==> config.mk <==
export PLATFORM = sky130hd
export DESIGN_NAME = gregorian_date_adder_flat
export DESIGN_NICKNAME = d
export VERILOG_FILES = /design/src/sv/gda_pkg.sv /design/src/sv/gda_in_if.sv /design/src/sv/gda_out_if.sv /design/src/sv/gda_day_unit.sv /design/src/sv/gda_sequencer.sv /design/src/sv/gregorian_date_adder.sv /design/src/flat_wrapper.sv
export SDC_FILE = /design/constraint.sdc
export NUM_CORES = 1
export LEC_CHECK = 0
export ABC_AREA = 1
export BUFFER_PORTS_ARGS = -buffer_cell sky130_fd_sc_hd__buf_4
export CAP_MARGIN = 10
export CORE_AREA = 2 2 181 183
export CTS_CLUSTER_SIZE = 14
export DETAILED_ROUTE_END_ITERATION = 12
export DIE_AREA = 0 0 183 185
export PLACE_DENSITY_LB_ADDON = 0.12
export SKIP_CTS_REPAIR_TIMING = 1
export SYNTH_ARGS = -nofsm -noshare
export SYNTH_HDL_FRONTEND = slang
export SYNTH_HIERARCHICAL = 1
export SYNTH_SLANG_ARGS = --single-unit
==> constraint.sdc <==
create_clock -name clk -period 13.7 [get_ports clk]
set_input_delay 2.74 -clock clk [delete_from_list [all_inputs] [get_ports clk]]
set_output_delay 2.74 -clock clk [all_outputs]
set_load 0.05 [all_outputs]
==> src/sv/gda_pkg.sv <==
`default_nettype none
package gda_pkg;

	localparam int MAX_YEAR   = 9999;
	localparam int COUNT_BITS = 10;

	localparam int CMD_W  = 3;
	localparam int AMT_W  = 10;
	localparam int DAY_W  = 5;
	localparam int MON_W  = 4;
	localparam int YEAR_W = 14;

	// Year split into year / 100 and year % 100 for the leap rule.
	localparam int HI_W     = 8;
	localparam int LO_W     = 7;
	localparam int RECIP    = 5243;
	localparam int RECIP_SH = 19;
	localparam int PROD_W   = 27;

	localparam int DCNT_W = 13;
	localparam int YADD_W = 20;

	localparam logic [AMT_W-1:0] AMT_MASK = AMT_W'((1 << COUNT_BITS) - 1);

	localparam logic [CMD_W-1:0] CMD_DAYS      = 3'd0;
	localparam logic [CMD_W-1:0] CMD_WEEKS     = 3'd1;
	localparam logic [CMD_W-1:0] CMD_MONTHS    = 3'd2;
	localparam logic [CMD_W-1:0] CMD_YEARS     = 3'd3;
	localparam logic [CMD_W-1:0] CMD_DECADES   = 3'd4;
	localparam logic [CMD_W-1:0] CMD_CENTURIES = 3'd5;
	localparam logic [CMD_W-1:0] CMD_MILLENNIA = 3'd6;

	localparam logic [MON_W-1:0] MON_FEB = 4'd2;
	localparam logic [MON_W-1:0] MON_DEC = 4'd12;

	typedef enum logic [2:0] {
		ST_IDLE,
		ST_MUL,
		ST_SPLIT,
		ST_CHECK,
		ST_RUN,
		ST_YEAR,
		ST_DONE
	} state_t;

	typedef struct packed {
		logic [DAY_W-1:0]  day;
		logic [MON_W-1:0]  month;
		logic [YEAR_W-1:0] year;
		logic [HI_W-1:0]   hi;
		logic [LO_W-1:0]   lo;
	} date_t;

	typedef struct packed {
		logic [DAY_W-1:0] month_len;
		date_t            next;
		logic             at_top;
	} step_t;

	function automatic logic is_leap(logic [HI_W-1:0] hi, logic [LO_W-1:0] lo);
		is_leap = (lo[1:0] == 2'b00) && ((lo != '0) || (hi[1:0] == 2'b00));
	endfunction

	function automatic logic [DAY_W-1:0] days_in(logic [MON_W-1:0] month, logic leap);
		logic [DAY_W-1:0] len;
		unique case (month)
			4'd1, 4'd3, 4'd5, 4'd7, 4'd8, 4'd10, 4'd12: len = 5'd31;
			4'd4, 4'd6, 4'd9, 4'd11:                     len = 5'd30;
			4'd2:                                        len = leap ? 5'd29 : 5'd28;
			default:                                     len = 5'd0;
		endcase
		days_in = len;
	endfunction

endpackage
`default_nettype wire

==> src/sv/gda_in_if.sv <==
`default_nettype none
interface gda_in_if;
	logic                         valid;
	logic                         ready;
	logic [gda_pkg::CMD_W-1:0]  command;
	logic [gda_pkg::AMT_W-1:0]  amount;
	logic [gda_pkg::DAY_W-1:0]  start_day;
	logic [gda_pkg::MON_W-1:0]  start_month;
	logic [gda_pkg::YEAR_W-1:0] start_year;

	modport source (output valid, command, amount, start_day, start_month, start_year,
		input ready);
	modport sink (input valid, command, amount, start_day, start_month, start_year,
		output ready);
endinterface
`default_nettype wire

==> src/sv/gda_out_if.sv <==
`default_nettype none
interface gda_out_if;
	logic                         valid;
	logic                         ready;
	logic [gda_pkg::DAY_W-1:0]  end_day;
	logic [gda_pkg::MON_W-1:0]  end_month;
	logic [gda_pkg::YEAR_W-1:0] end_year;
	logic                         overflow;
	logic                         bad_date;

	modport source (output valid, end_day, end_month, end_year, overflow, bad_date,
		input ready);
	modport sink (input valid, end_day, end_month, end_year, overflow, bad_date,
		output ready);
endinterface
`default_nettype wire

==> src/sv/gda_day_unit.sv <==
`default_nettype none
module gda_day_unit (
	input  var gda_pkg::date_t cur,
	output var gda_pkg::step_t step
);

	logic                        leap;
	logic [gda_pkg::DAY_W-1:0] len;
	logic                        end_of_month;
	logic                        lo_wrap;

	assign leap         = gda_pkg::is_leap(cur.hi, cur.lo);
	assign len          = gda_pkg::days_in(cur.month, leap);
	assign end_of_month = (cur.day >= len);
	assign lo_wrap      = (cur.lo == gda_pkg::LO_W'(99));

	always_comb begin
		step.month_len = len;
		step.next      = cur;
		step.at_top    = end_of_month && (cur.month >= gda_pkg::MON_DEC)
			&& (cur.year >= gda_pkg::YEAR_W'(gda_pkg::MAX_YEAR));
		if (!end_of_month) begin
			step.next.day = cur.day + gda_pkg::DAY_W'(1);
		end else if (cur.month < gda_pkg::MON_DEC) begin
			step.next.day   = gda_pkg::DAY_W'(1);
			step.next.month = cur.month + gda_pkg::MON_W'(1);
		end else begin
			// New year: keep year / 100 and year % 100 in step with the year.
			step.next.day   = gda_pkg::DAY_W'(1);
			step.next.month = gda_pkg::MON_W'(1);
			step.next.year  = cur.year + gda_pkg::YEAR_W'(1);
			step.next.lo    = lo_wrap ? '0 : cur.lo + gda_pkg::LO_W'(1);
			step.next.hi    = lo_wrap ? cur.hi + gda_pkg::HI_W'(1) : cur.hi;
		end
	end

endmodule
`default_nettype wire

==> src/sv/gda_sequencer.sv <==
`default_nettype none
module gda_sequencer (
	input  var logic                         clk,
	input  var logic                         arst_n,
	input  var logic                         in_valid,
	output var logic                         in_ready,
	input  var logic [gda_pkg::CMD_W-1:0]  command,
	input  var logic [gda_pkg::AMT_W-1:0]  amount,
	input  var logic [gda_pkg::DAY_W-1:0]  start_day,
	input  var logic [gda_pkg::MON_W-1:0]  start_month,
	input  var logic [gda_pkg::YEAR_W-1:0] start_year,
	output var logic                         out_valid,
	input  var logic                         out_ready,
	output var logic [gda_pkg::DAY_W-1:0]  end_day,
	output var logic [gda_pkg::MON_W-1:0]  end_month,
	output var logic [gda_pkg::YEAR_W-1:0] end_year,
	output var logic                         overflow,
	output var logic                         bad_date,
	output var gda_pkg::date_t              cur,
	input  var gda_pkg::step_t              step
);

	gda_pkg::state_t state_q, state_d;

	logic [gda_pkg::CMD_W-1:0]  cmd_q;
	logic [gda_pkg::AMT_W-1:0]  amt_q;
	gda_pkg::date_t              date_q;
	logic [gda_pkg::PROD_W-1:0] prod_q;
	logic [gda_pkg::YADD_W-1:0] yadd_q;
	logic [gda_pkg::DCNT_W-1:0] dcnt_q;
	logic [gda_pkg::AMT_W-1:0]  mcnt_q;
	logic                         ovf_q;
	logic                         bad_q;

	logic                         out_valid_q;
	logic [gda_pkg::DAY_W-1:0]  end_day_q;
	logic [gda_pkg::MON_W-1:0]  end_month_q;
	logic [gda_pkg::YEAR_W-1:0] end_year_q;
	logic                         overflow_q;
	logic                         bad_date_q;

	logic                         accept;
	logic                         invalid;
	logic                         load_out;
	logic [10:0]                  mult;
	logic [gda_pkg::HI_W-1:0]   hi_split;
	logic [gda_pkg::YADD_W:0]   year_sum;

	assign cur    = date_q;
	assign accept = in_valid && in_ready;

	assign invalid = (date_q.month == '0) || (date_q.month > gda_pkg::MON_DEC)
		|| (date_q.day == '0) || (date_q.day > step.month_len)
		|| (date_q.year == '0) || (date_q.year > gda_pkg::YEAR_W'(gda_pkg::MAX_YEAR));

	assign hi_split = prod_q[gda_pkg::RECIP_SH +: gda_pkg::HI_W];
	assign year_sum = {{(gda_pkg::YADD_W + 1 - gda_pkg::YEAR_W){1'b0}}, date_q.year}
		+ {1'b0, yadd_q};

	always_comb begin
		unique case (cmd_q)
			gda_pkg::CMD_YEARS:     mult = 11'd1;
			gda_pkg::CMD_DECADES:   mult = 11'd10;
			gda_pkg::CMD_CENTURIES: mult = 11'd100;
			gda_pkg::CMD_MILLENNIA: mult = 11'd1000;
			default:                mult = 11'd0;
		endcase
	end

	always_comb begin
		state_d  = state_q;
		in_ready = 1'b0;
		load_out = 1'b0;
		unique case (state_q)
			gda_pkg::ST_IDLE: begin
				in_ready = 1'b1;
				if (in_valid) state_d = gda_pkg::ST_MUL;
			end
			gda_pkg::ST_MUL:   state_d = gda_pkg::ST_SPLIT;
			gda_pkg::ST_SPLIT: state_d = gda_pkg::ST_CHECK;
			gda_pkg::ST_CHECK: begin
				if (invalid) begin
					state_d = gda_pkg::ST_DONE;
				end else begin
					unique case (cmd_q)
						gda_pkg::CMD_DAYS, gda_pkg::CMD_WEEKS, gda_pkg::CMD_MONTHS:
							state_d = gda_pkg::ST_RUN;
						gda_pkg::CMD_YEARS, gda_pkg::CMD_DECADES, gda_pkg::CMD_CENTURIES,
						gda_pkg::CMD_MILLENNIA:
							state_d = gda_pkg::ST_YEAR;
						default: state_d = gda_pkg::ST_DONE;
					endcase
				end
			end
			gda_pkg::ST_RUN: begin
				if ((dcnt_q != '0) && step.at_top) begin
					state_d = gda_pkg::ST_DONE;
				end else if ((dcnt_q == '0) && (mcnt_q == '0)) begin
					state_d = gda_pkg::ST_DONE;
				end
			end
			gda_pkg::ST_YEAR: state_d = gda_pkg::ST_DONE;
			gda_pkg::ST_DONE: begin
				if (!out_valid_q || out_ready) begin
					load_out = 1'b1;
					state_d  = gda_pkg::ST_IDLE;
				end
			end
			default: state_d = gda_pkg::ST_IDLE;
		endcase
	end

	always_ff @(posedge clk or negedge arst_n) begin
		if (!arst_n) begin
			state_q <= gda_pkg::ST_IDLE;
		end else begin
			state_q <= state_d;
		end
	end

	always_ff @(posedge clk) begin
		unique case (state_q)
			gda_pkg::ST_IDLE: begin
				if (accept) begin
					cmd_q        <= command;
					amt_q        <= amount & gda_pkg::AMT_MASK;
					date_q.day   <= start_day;
					date_q.month <= start_month;
					date_q.year  <= start_year;
					date_q.hi    <= '0;
					date_q.lo    <= '0;
					ovf_q        <= 1'b0;
					bad_q        <= 1'b0;
				end
			end
			gda_pkg::ST_MUL: begin
				prod_q <= gda_pkg::PROD_W'(date_q.year * gda_pkg::RECIP);
				yadd_q <= gda_pkg::YADD_W'(amt_q) * gda_pkg::YADD_W'(mult);
			end
			gda_pkg::ST_SPLIT: begin
				date_q.hi <= hi_split;
				date_q.lo <= gda_pkg::LO_W'(date_q.year - gda_pkg::YEAR_W'(hi_split * 100));
			end
			gda_pkg::ST_CHECK: begin
				bad_q  <= invalid;
				mcnt_q <= '0;
				unique case (cmd_q)
					gda_pkg::CMD_DAYS:  dcnt_q <= gda_pkg::DCNT_W'(amt_q);
					gda_pkg::CMD_WEEKS: dcnt_q <= (gda_pkg::DCNT_W'(amt_q) << 3)
						- gda_pkg::DCNT_W'(amt_q);
					gda_pkg::CMD_MONTHS: begin
						dcnt_q <= '0;
						mcnt_q <= amt_q;
					end
					default: dcnt_q <= '0;
				endcase
			end
			gda_pkg::ST_RUN: begin
				if (dcnt_q != '0) begin
					if (step.at_top) begin
						ovf_q <= 1'b1;
					end else begin
						date_q <= step.next;
						dcnt_q <= dcnt_q - gda_pkg::DCNT_W'(1);
					end
				end else if (mcnt_q != '0) begin
					// A month step is as long as the month it starts in.
					dcnt_q <= gda_pkg::DCNT_W'(step.month_len);
					mcnt_q <= mcnt_q - gda_pkg::AMT_W'(1);
				end
			end
			gda_pkg::ST_YEAR: begin
				if (year_sum > (gda_pkg::YADD_W + 1)'(gda_pkg::MAX_YEAR)) begin
					date_q.year <= gda_pkg::YEAR_W'(gda_pkg::MAX_YEAR);
					ovf_q       <= 1'b1;
				end else begin
					date_q.year <= year_sum[gda_pkg::YEAR_W-1:0];
				end
			end
			default: begin
			end
		endcase
	end

	always_ff @(posedge clk or negedge arst_n) begin
		if (!arst_n) begin
			out_valid_q <= 1'b0;
		end else if (load_out) begin
			out_valid_q <= 1'b1;
		end else if (out_ready) begin
			out_valid_q <= 1'b0;
		end
	end

	always_ff @(posedge clk) begin
		if (load_out) begin
			end_day_q   <= date_q.day;
			end_month_q <= date_q.month;
			end_year_q  <= date_q.year;
			overflow_q  <= ovf_q;
			bad_date_q  <= bad_q;
		end
	end

	assign out_valid = out_valid_q;
	assign end_day   = end_day_q;
	assign end_month = end_month_q;
	assign end_year  = end_year_q;
	assign overflow  = overflow_q;
	assign bad_date  = bad_date_q;

endmodule
`default_nettype wire

==> src/sv/gregorian_date_adder.sv <==
// Channel | Dir | Fields
// req     | in  | command, amount, start_day, start_month, start_year
// rsp     | out | end_day, end_month, end_year, overflow, bad_date
//
// One request at a time: setup steps (capture, year split multiply, split, check),
// then one cycle per day through the shared day stepper, or a single year addition.
// Weeks step 7 * amount days, months step each month by its length in days; an invalid
// date or unused command skips the stepper. The result is loaded at the end.
// Reset clears the sequencer and the result valid; no clearing pass is needed.
// The result sits in an output register, so a new request is taken while it stalls.
`default_nettype none
module gregorian_date_adder (
	input  var logic clk,
	input  var logic arst_n,
	gda_in_if.sink   req,
	gda_out_if.source rsp
);

	gda_pkg::date_t cur;
	gda_pkg::step_t step;

	gda_sequencer u_seq (
		.clk         (clk),
		.arst_n      (arst_n),
		.in_valid    (req.valid),
		.in_ready    (req.ready),
		.command     (req.command),
		.amount      (req.amount),
		.start_day   (req.start_day),
		.start_month (req.start_month),
		.start_year  (req.start_year),
		.out_valid   (rsp.valid),
		.out_ready   (rsp.ready),
		.end_day     (rsp.end_day),
		.end_month   (rsp.end_month),
		.end_year    (rsp.end_year),
		.overflow    (rsp.overflow),
		.bad_date    (rsp.bad_date),
		.cur         (cur),
		.step        (step)
	);

	gda_day_unit u_day (
		.cur  (cur),
		.step (step)
	);

endmodule
`default_nettype wire

==> src/flat_wrapper.sv <==
// flat-port wrapper written by rule: the top's interface ports become plain ports
module gregorian_date_adder_flat 
  (clk, arst_n, req_valid, req_command, req_amount, req_start_day, req_start_month, req_start_year, req_ready, rsp_valid, rsp_end_day, rsp_end_month, rsp_end_year, rsp_overflow, rsp_bad_date, rsp_ready);
  gda_in_if req_i ();
  gda_out_if rsp_i ();
  input  var logic clk;
  input  var logic arst_n;
  input wire logic [$bits(req_i.valid)-1:0] req_valid;
  input wire logic [$bits(req_i.command)-1:0] req_command;
  input wire logic [$bits(req_i.amount)-1:0] req_amount;
  input wire logic [$bits(req_i.start_day)-1:0] req_start_day;
  input wire logic [$bits(req_i.start_month)-1:0] req_start_month;
  input wire logic [$bits(req_i.start_year)-1:0] req_start_year;
  output wire logic [$bits(req_i.ready)-1:0] req_ready;
  output wire logic [$bits(rsp_i.valid)-1:0] rsp_valid;
  output wire logic [$bits(rsp_i.end_day)-1:0] rsp_end_day;
  output wire logic [$bits(rsp_i.end_month)-1:0] rsp_end_month;
  output wire logic [$bits(rsp_i.end_year)-1:0] rsp_end_year;
  output wire logic [$bits(rsp_i.overflow)-1:0] rsp_overflow;
  output wire logic [$bits(rsp_i.bad_date)-1:0] rsp_bad_date;
  input wire logic [$bits(rsp_i.ready)-1:0] rsp_ready;
  assign req_i.valid = req_valid;
  assign req_i.command = req_command;
  assign req_i.amount = req_amount;
  assign req_i.start_day = req_start_day;
  assign req_i.start_month = req_start_month;
  assign req_i.start_year = req_start_year;
  assign req_ready = req_i.ready;
  assign rsp_valid = rsp_i.valid;
  assign rsp_end_day = rsp_i.end_day;
  assign rsp_end_month = rsp_i.end_month;
  assign rsp_end_year = rsp_i.end_year;
  assign rsp_overflow = rsp_i.overflow;
  assign rsp_bad_date = rsp_i.bad_date;
  assign rsp_i.ready = rsp_ready;
  gregorian_date_adder u_core (.clk(clk), .arst_n(arst_n), .req(req_i), .rsp(rsp_i));
endmodule
==> results of run 1 <==
critical path: stages, from the launching register on:
cell and delay [ns]:
sky130_fd_sc_hd__edfxtp_1 0.45, sky130_fd_sc_hd__inv_1 0.14, sky130_fd_sc_hd__nor3_1 0.28, sky130_fd_sc_hd__clkinv_1 0.35, sky130_fd_sc_hd__nand2_1 0.31, sky130_fd_sc_hd__nand2_1 0.15, sky130_fd_sc_hd__inv_1 0.09, sky130_fd_sc_hd__fa_1 0.44
sky130_fd_sc_hd__fa_1 0.53, sky130_fd_sc_hd__fa_1 0.44, sky130_fd_sc_hd__fa_1 0.55, sky130_fd_sc_hd__inv_1 0.05, sky130_fd_sc_hd__fa_1 0.53, sky130_fd_sc_hd__inv_1 0.04, sky130_fd_sc_hd__ha_1 0.35, sky130_fd_sc_hd__a21oi_1 0.19
sky130_fd_sc_hd__inv_1 0.05, sky130_fd_sc_hd__a31oi_1 0.26, sky130_fd_sc_hd__o21ai_0 0.16, sky130_fd_sc_hd__nand2_1 0.09, sky130_fd_sc_hd__inv_1 0.05, sky130_fd_sc_hd__o21ai_0 0.18, sky130_fd_sc_hd__nand2_1 0.07, sky130_fd_sc_hd__nand2_1 0.06
sky130_fd_sc_hd__nand2_1 0.04
stage by stage:
step	util	instance area, um^2
3_3_place_gp	0.498	16000
6_report	0.519	16600
4_1_cts	0.518	16600
2_1_floorplan	-	15000
5_1_grt	0.519	16600
3_5_place_dp	0.498	16000
cell type report:
type	instances	share of cell area
Clock inverter	12	0.0117
Sequential cell	124	0.223
Tap cell	408	0.0307
Clock buffer	20	0.0269
Inverter	397	0.0898
Multi-Input combinational cell	1273	0.584
Timing Repair Buffer	75	0.0342
how the worst min path moves through the flow:
stage,to,slack (ns),depth (start not counted)
after floorplan,u_core/u_seq/bad_date,0.40,0
after global placement,u_core/u_seq/overflow,0.41,0
after detailed placement,u_core/u_seq/overflow,0.41,0
after CTS,u_core/u_seq/overflow,0.42,0
after global routing,u_core/u_seq/overflow,0.43,0
final,u_core/u_seq/overflow,0.42,0
per-layer routing:
metal | track usage | vias up | wire length (um)
met1 | 0.297 | 5729 | 16900
met5 | 0 | - | 13
met4 | 0.0570 | 2 | 595
met2 | 0.389 | 255 | 18100
met3 | 0.0285 | 41 | 1240
li1 | - | 5966 | -
sequential cells by signal, indices dropped and copies added (netlist names):
signal and flops:
u_core/u_seq/bad_q 1, u_core/u_seq/state_q 3, u_core/u_seq/bad_date 1, u_core/u_seq/end_month 4, u_core/u_seq/end_day 5, u_core/u_seq/cmd_q 3, u_core/u_seq/prod_q 5, u_core/u_seq/yadd_q 20
u_core/u_seq/end_year 14, u_core/u_seq/dcnt_q 13, u_core/u_seq/ovf_q 1, u_core/u_seq/cur 32, u_core/u_seq/overflow 1, u_core/u_seq/amt_q 10, u_core/u_seq/mcnt_q 10, u_core/u_seq/out_valid 1
==> results by stage, run 1 <==
Outcome:
- The run finished with clean final reports.

Setup path:
- The number of cells on the worst reg-to-reg path is 24.
- In this run the critical register-to-register path is captured at u_core/u_seq/yadd_q[14].
- The launching point of the worst reg2reg path is u_core/u_seq/cmd_q[2].
- The maximum net fanout on the critical path is 10.
- The worst setup path category is reg -> reg.
- The element type at the critical path end is a flip-flop.
- At the worst endpoint, the required time is 13.89 ns.
- The sort of element at the start of the critical path is a flip-flop.
- The endpoint arrival time on the critical path is 6.29 ns.
- The critical path launch point is u_core/u_seq/cmd_q[2].
- The critical path ends at u_core/u_seq/yadd_q[14].
- For flop-to-flop paths, the worst setup slack is 7.60 ns.

Synth:
- The total standard cell area after synthesis is 15000 um^2.
- The synthesized area divided by synthesized cell count is between 8 and 9 um^2.
- Synthesis handed over a netlist of 1818 instances.
- The count of yosys warnings during synthesis is 6.
- The number of nets in the synthesized netlist is 2190.

CTS:
- The level count of the clock H-tree is 4.
- The TritonCTS sink count is roughly 120.
- The clock input transition at the sequential cells of the worst setup and hold paths is roughly 0.06 ns.
- The number of clock buffers added by TritonCTS is 17.
- In this run the deepest clock path goes through 2 buffers.
- The insertion delay of the later-clocked pin in the worst-skew pair is 0.43 ns.
- The clock tree root buffer cell is sky130_fd_sc_hd__clkbuf_16.
- The TritonCTS clock tree is built.

STA:
- The highest clock frequency the design can meet is about 160 MHz.
- In the finished design, the share of the clock period the worst path needs comes to 0.446.
- The count of pins over their slew limit is 0.
- At the pin with the least slew margin, the transition time is roughly 1.2 ns.
- Across all hold checks on the routed design, the worst slack comes to 0.422 ns.
- The worst setup skew after layout is between 0.008 and 0.009 ns.
- The count of final hold-check violations is 0.
- The worst pin sits at a relative slew slack of 0.221.
- Setup repair after global routing left no endpoint under its margin.
- The final worst slack is 7.60 ns.
- The number of setup violations in the final report is 0.
- The final period demand of the worst path is 6.10 ns.
- The final total negative setup slack is 0 ns.

Drt:
- Detailed routing inserted a total of approximately 12000 vias.
- The post-detailed-routing wire length is 36900 um.
- The per-cell via count in the routed design is 5.19.
- In the final routed layout, each cell accounts on average for 16.0 um.
- In this run the remaining antenna-violating nets after routing total 0.
- The number of design rule violations left after detail routing is 0.
- The number of DRC markers in iteration 0 is about 800.
- The first detailed-routing pass ran for 6 iterations.

Cells and area:
- The most common cell after layout, fill and taps aside is sky130_fd_sc_hd__inv_1.
- The antenna diode count is 0.
- Across the whole layout, storage elements account for 3700 um^2.
- Relative to the synthesized area, the layout overhead comes to 10.6%.
- The area of the multi-input gates is 9710 um^2.
- The final-stage net count is 2260.
- Fill cells in the final layout number 3125.
- The number of non-filler instances in the completed layout is about 2300.
- The library cells used most frequently in the layout, excluding fill and tap cells, are sky130_fd_sc_hd__inv_1 (390), sky130_fd_sc_hd__nand2_1 (355), sky130_fd_sc_hd__ha_1 (215).
- In the final layout, the share of cells above drive strength 1 is 0.0763.

Floorplanning:
- The top-level port count is 67.
- The die is 183 um wide.
- The die height is roughly 190 um.
- The placeable core region is 32000 um^2.
- The effective utilization at floorplan is 0.469.
- The die covers 33900 um^2.
- The number of placement rows is 66.

Place:
- The placed instance count is 2275.
- The final RePlAce weighted congestion is roughly 0.91.
- Summed over all nets, the half-perimeter wirelength after detailed placement is 29900 um.
- OpenSTA, run right after detailed placement, puts the worst setup slack at 7.63 ns.
- The count of buffers inserted at the top-level ports is 66.

Worst hold path:
- In this run the worst hold path is classified as reg -> reg.
- The startpoint of the lowest-slack hold path is u_core/u_seq/ovf_q.

Run:
- The reported max-cap violation count is 0.

Global route:
- The number of global-route vias before repair is approximately 12000.
- Across every metal layer, demand over resource in global routing totals 0.224.
- The total overflow left after global routing is 0.
- The number of antenna violations at the first check in global routing was 1.
- The first global-routing pass estimated 59600 um of wire.
- The largest net degree at the start of global routing is 45.
Power of run 1 is not shown: default switching activity piles up to over one toggle a cycle in this logic, so the estimate is an artifact.
==> inputs of run 2 (changes only) <==
- clock period: 13.7 -> 5.9 ns (I/O delays scaled with it)
==> results by stage, run 2 (same netlist as run 1, synthesis figures left out) <==
Floorplanning:
- The initialized floorplan defines 66 standard-cell rows.
- The effective utilization at floorplan is 0.469.
- The chip width is 183 um.
- The floorplan step set the die height to around 190 um.
- The top-level port count is 67.
- The die area is 33900 um^2.
- The placeable core region is 32000 um^2.

STA:
- The worst slew margin relative to its limit is 0.221.
- The count of pins over their slew limit is 0.
- The worst setup skew after layout is approximately 0.0088 ns.
- The clock period could shrink to around 5.6 ns.
- Timing would allow up to approximately 180 MHz.
- The period utilization is 0.943.
- Setup violations remaining at the end of the flow were counted as 0.
- For the pin with the worst max-slew slack, the measured transition is 1.16 ns.
- The count of final hold-check violations was 0.

Setup path:
- The standard cell with the maximum stage delay on the critical path is sky130_fd_sc_hd__fa_1.
- The startpoint identified for the worst register-to-register timing path is u_core/u_seq/cmd_q[1].
- The largest delay contributor family on the critical path is adder cells.
- The endpoint arrival time on the critical path is 5.75 ns.
- Among the stages of the critical path, the cell type that occurs most often is sky130_fd_sc_hd__nand2_1.
- The element type at the critical path end is a flip-flop.
- The worst setup path is launched from a flip-flop.
- On the worst path, the slowest cell contributes a delay of around 0.55 ns.
- The number of buffers and inverters on the critical path is 6.
- In this run the worst setup path begins at u_core/u_seq/cmd_q[1].
- Walking the worst path, the cells encountered are buf_4, nand2_1, nor2_1, nand2_1, fa_1, fa_1, inv_1, fa_1, fa_1, inv_1, fa_1, inv_1, ha_1, a21oi_1, inv_1, a31oi_2, o21ai_0, nand2_1, inv_1, o21ai_0, nand2_1, nand2_1, nand2_1.
- The data required time at the worst endpoint is 6.09 ns.
- The worst setup path category is reg -> reg.
- Along the worst path, the maximum fanout reaches 5.

Cells and area:
- The most common cell after layout, fill and taps aside is sky130_fd_sc_hd__inv_1.
- The final-stage net count is 2279.
- The finished cells cover 16800 um^2.
- The area growth from synthesis to layout is 11.5%.
- The register with the most flip-flops in the layout has 32 of them.
- For this run, the number of standard cells in the final layout without fillers is approximately 2300.
- The ratio of cells with drive above 1 in the final layout is 0.0891.
- The antenna diode count is 0.
- In the layout the commonest cells are sky130_fd_sc_hd__inv_1 (388), sky130_fd_sc_hd__nand2_1 (355), sky130_fd_sc_hd__ha_1 (215).

CTS:
- The tree built by TritonCTS fans out to roughly 120 sinks.
- In this run the clock root is driven by a sky130_fd_sc_hd__clkbuf_16.
- The deepest clock path buffer count is 2.
- TritonCTS built the clock tree.
- The level count of the clock H-tree is 4.
- Counting the buffers created by CTS gives 17.
- The clock input transition at the sequential cells of the worst setup and hold paths is 0.06 ns.
- At the later pin of the worst-skew pair, clock insertion delay measures about 0.43 ns.

Drt:
- The via total after detailed routing is 12100.
- The per-cell via count in the routed design is 5.20.
- The routed length per placed instance is 16.0 um.
- The number of routed nets with antenna violations is 0.
- The post-detailed-routing wire length is roughly 37000 um.
- The total iterations of the first detailed-routing run is 5.
- After detailed routing, the number of remaining DRC violations is 0.
- The detailed router finished its first iteration with 831 violations.

Global route:
- The largest net degree at the start of global routing is 45.
- The number of antenna violations at the first check in global routing is 0.
- For this run, the total global-route usage over all layers was measured as 0.226.
- The remaining global-route overflow is 0.
- The global-route wire length before repair is 60200 um.
- The number of global-route vias before repair was 11900.

Worst hold path:
- In this run the worst hold path is classified as reg -> reg.
- The startpoint of the lowest-slack hold path is u_core/u_seq/ovf_q.

Place:
- Counting tap cells, the placed design contains a total of 2291 instances.
- Routability-driven placement finished with a final weighted congestion of 0.880.
- During placement, the flow inserted port buffers numbering 66.
- The placed wire-length estimate after detailed placement is 30400 um.
- The total cell area at the placement stage is 16100 um^2.

Outcome:
- The run finished with clean final reports.

Run:
- Max-cap violations in this run came to 0.
[run 2: cell types whose count changed in the layout (fill, tap and decap cells not counted), moves of 2 or more]
cell and change:
sky130_fd_sc_hd__nor3_1 -4, sky130_fd_sc_hd__clkinvlp_4 +2, sky130_fd_sc_hd__clkbuf_8 -2, sky130_fd_sc_hd__clkinv_1 +2
sky130_fd_sc_hd__buf_4 +20, sky130_fd_sc_hd__nor3_2 +3, sky130_fd_sc_hd__inv_1 -2, sky130_fd_sc_hd__inv_2 +2
[run 2: metrics by stage]
step / setup TNS (ns) / setup slack (ns) / util / hold WS (ns)
after floorplan: 0 / 0.299 / - / 0.400
after global placement: 0 / 0.297 / 0.502 / 0.413
after detailed placement: 0 / 0.168 / 0.502 / 0.413
after CTS: 0 / 0.155 / 0.521 / 0.428
after global routing: -0.00302 / -0.00302 / 0.523 / 0.452
final: 0 / 0.334 / 0.523 / 0.427
[run 2: per-layer routing]
layer	part of all wire	wire [um]	track usage	vias up
met5	0	0	0	-
met4	0.015	568	0.0515	0
met3	0.041	1540	0.0303	32
met2	0.50	18500	0.398	270
met1	0.45	16600	0.296	5794
li1	-	-	-	6011
[run 2: final timing paths]
check,to,slack [ns],depth (start not counted)
worst max-delay path,u_core/u_seq/yadd_q[14],0.33,23
worst min-delay path,u_core/u_seq/overflow,0.43,0
worst max register to register,u_core/u_seq/yadd_q[14],0.33,23
worst min register to register,u_core/u_seq/overflow,0.43,0
max in group asynchronous,u_core/u_seq/state_q[2],5.26,1
min in group asynchronous,u_core/u_seq/state_q[1],0.53,1
[run 2: cell type report]
type	count	area (um^2)
Multi-Input combinational cell	1273	9750
Clock buffer	19	433
Fill cell	3037	15300
Timing Repair Buffer	94	706
Tap cell	408	510
Inverter	397	1490
Clock inverter	13	174
Sequential cell	124	3700
[run 2: worst reg2reg max path, cell delays in order, from the launching register on]
cell and delay, ns:
sky130_fd_sc_hd__edfxtp_1 0.46, sky130_fd_sc_hd__buf_4 0.17, sky130_fd_sc_hd__nand2_1 0.08, sky130_fd_sc_hd__nor2_1 0.23, sky130_fd_sc_hd__nand2_1 0.12, sky130_fd_sc_hd__fa_1 0.51
sky130_fd_sc_hd__fa_1 0.54, sky130_fd_sc_hd__inv_1 0.06, sky130_fd_sc_hd__fa_1 0.50, sky130_fd_sc_hd__fa_1 0.55, sky130_fd_sc_hd__inv_1 0.06, sky130_fd_sc_hd__fa_1 0.52
sky130_fd_sc_hd__inv_1 0.04, sky130_fd_sc_hd__ha_1 0.37, sky130_fd_sc_hd__a21oi_1 0.19, sky130_fd_sc_hd__inv_1 0.07, sky130_fd_sc_hd__a31oi_2 0.21, sky130_fd_sc_hd__o21ai_0 0.13
sky130_fd_sc_hd__nand2_1 0.08, sky130_fd_sc_hd__inv_1 0.05, sky130_fd_sc_hd__o21ai_0 0.20, sky130_fd_sc_hd__nand2_1 0.08, sky130_fd_sc_hd__nand2_1 0.06, sky130_fd_sc_hd__nand2_1 0.04
Power of run 2 is left out for the same reason.
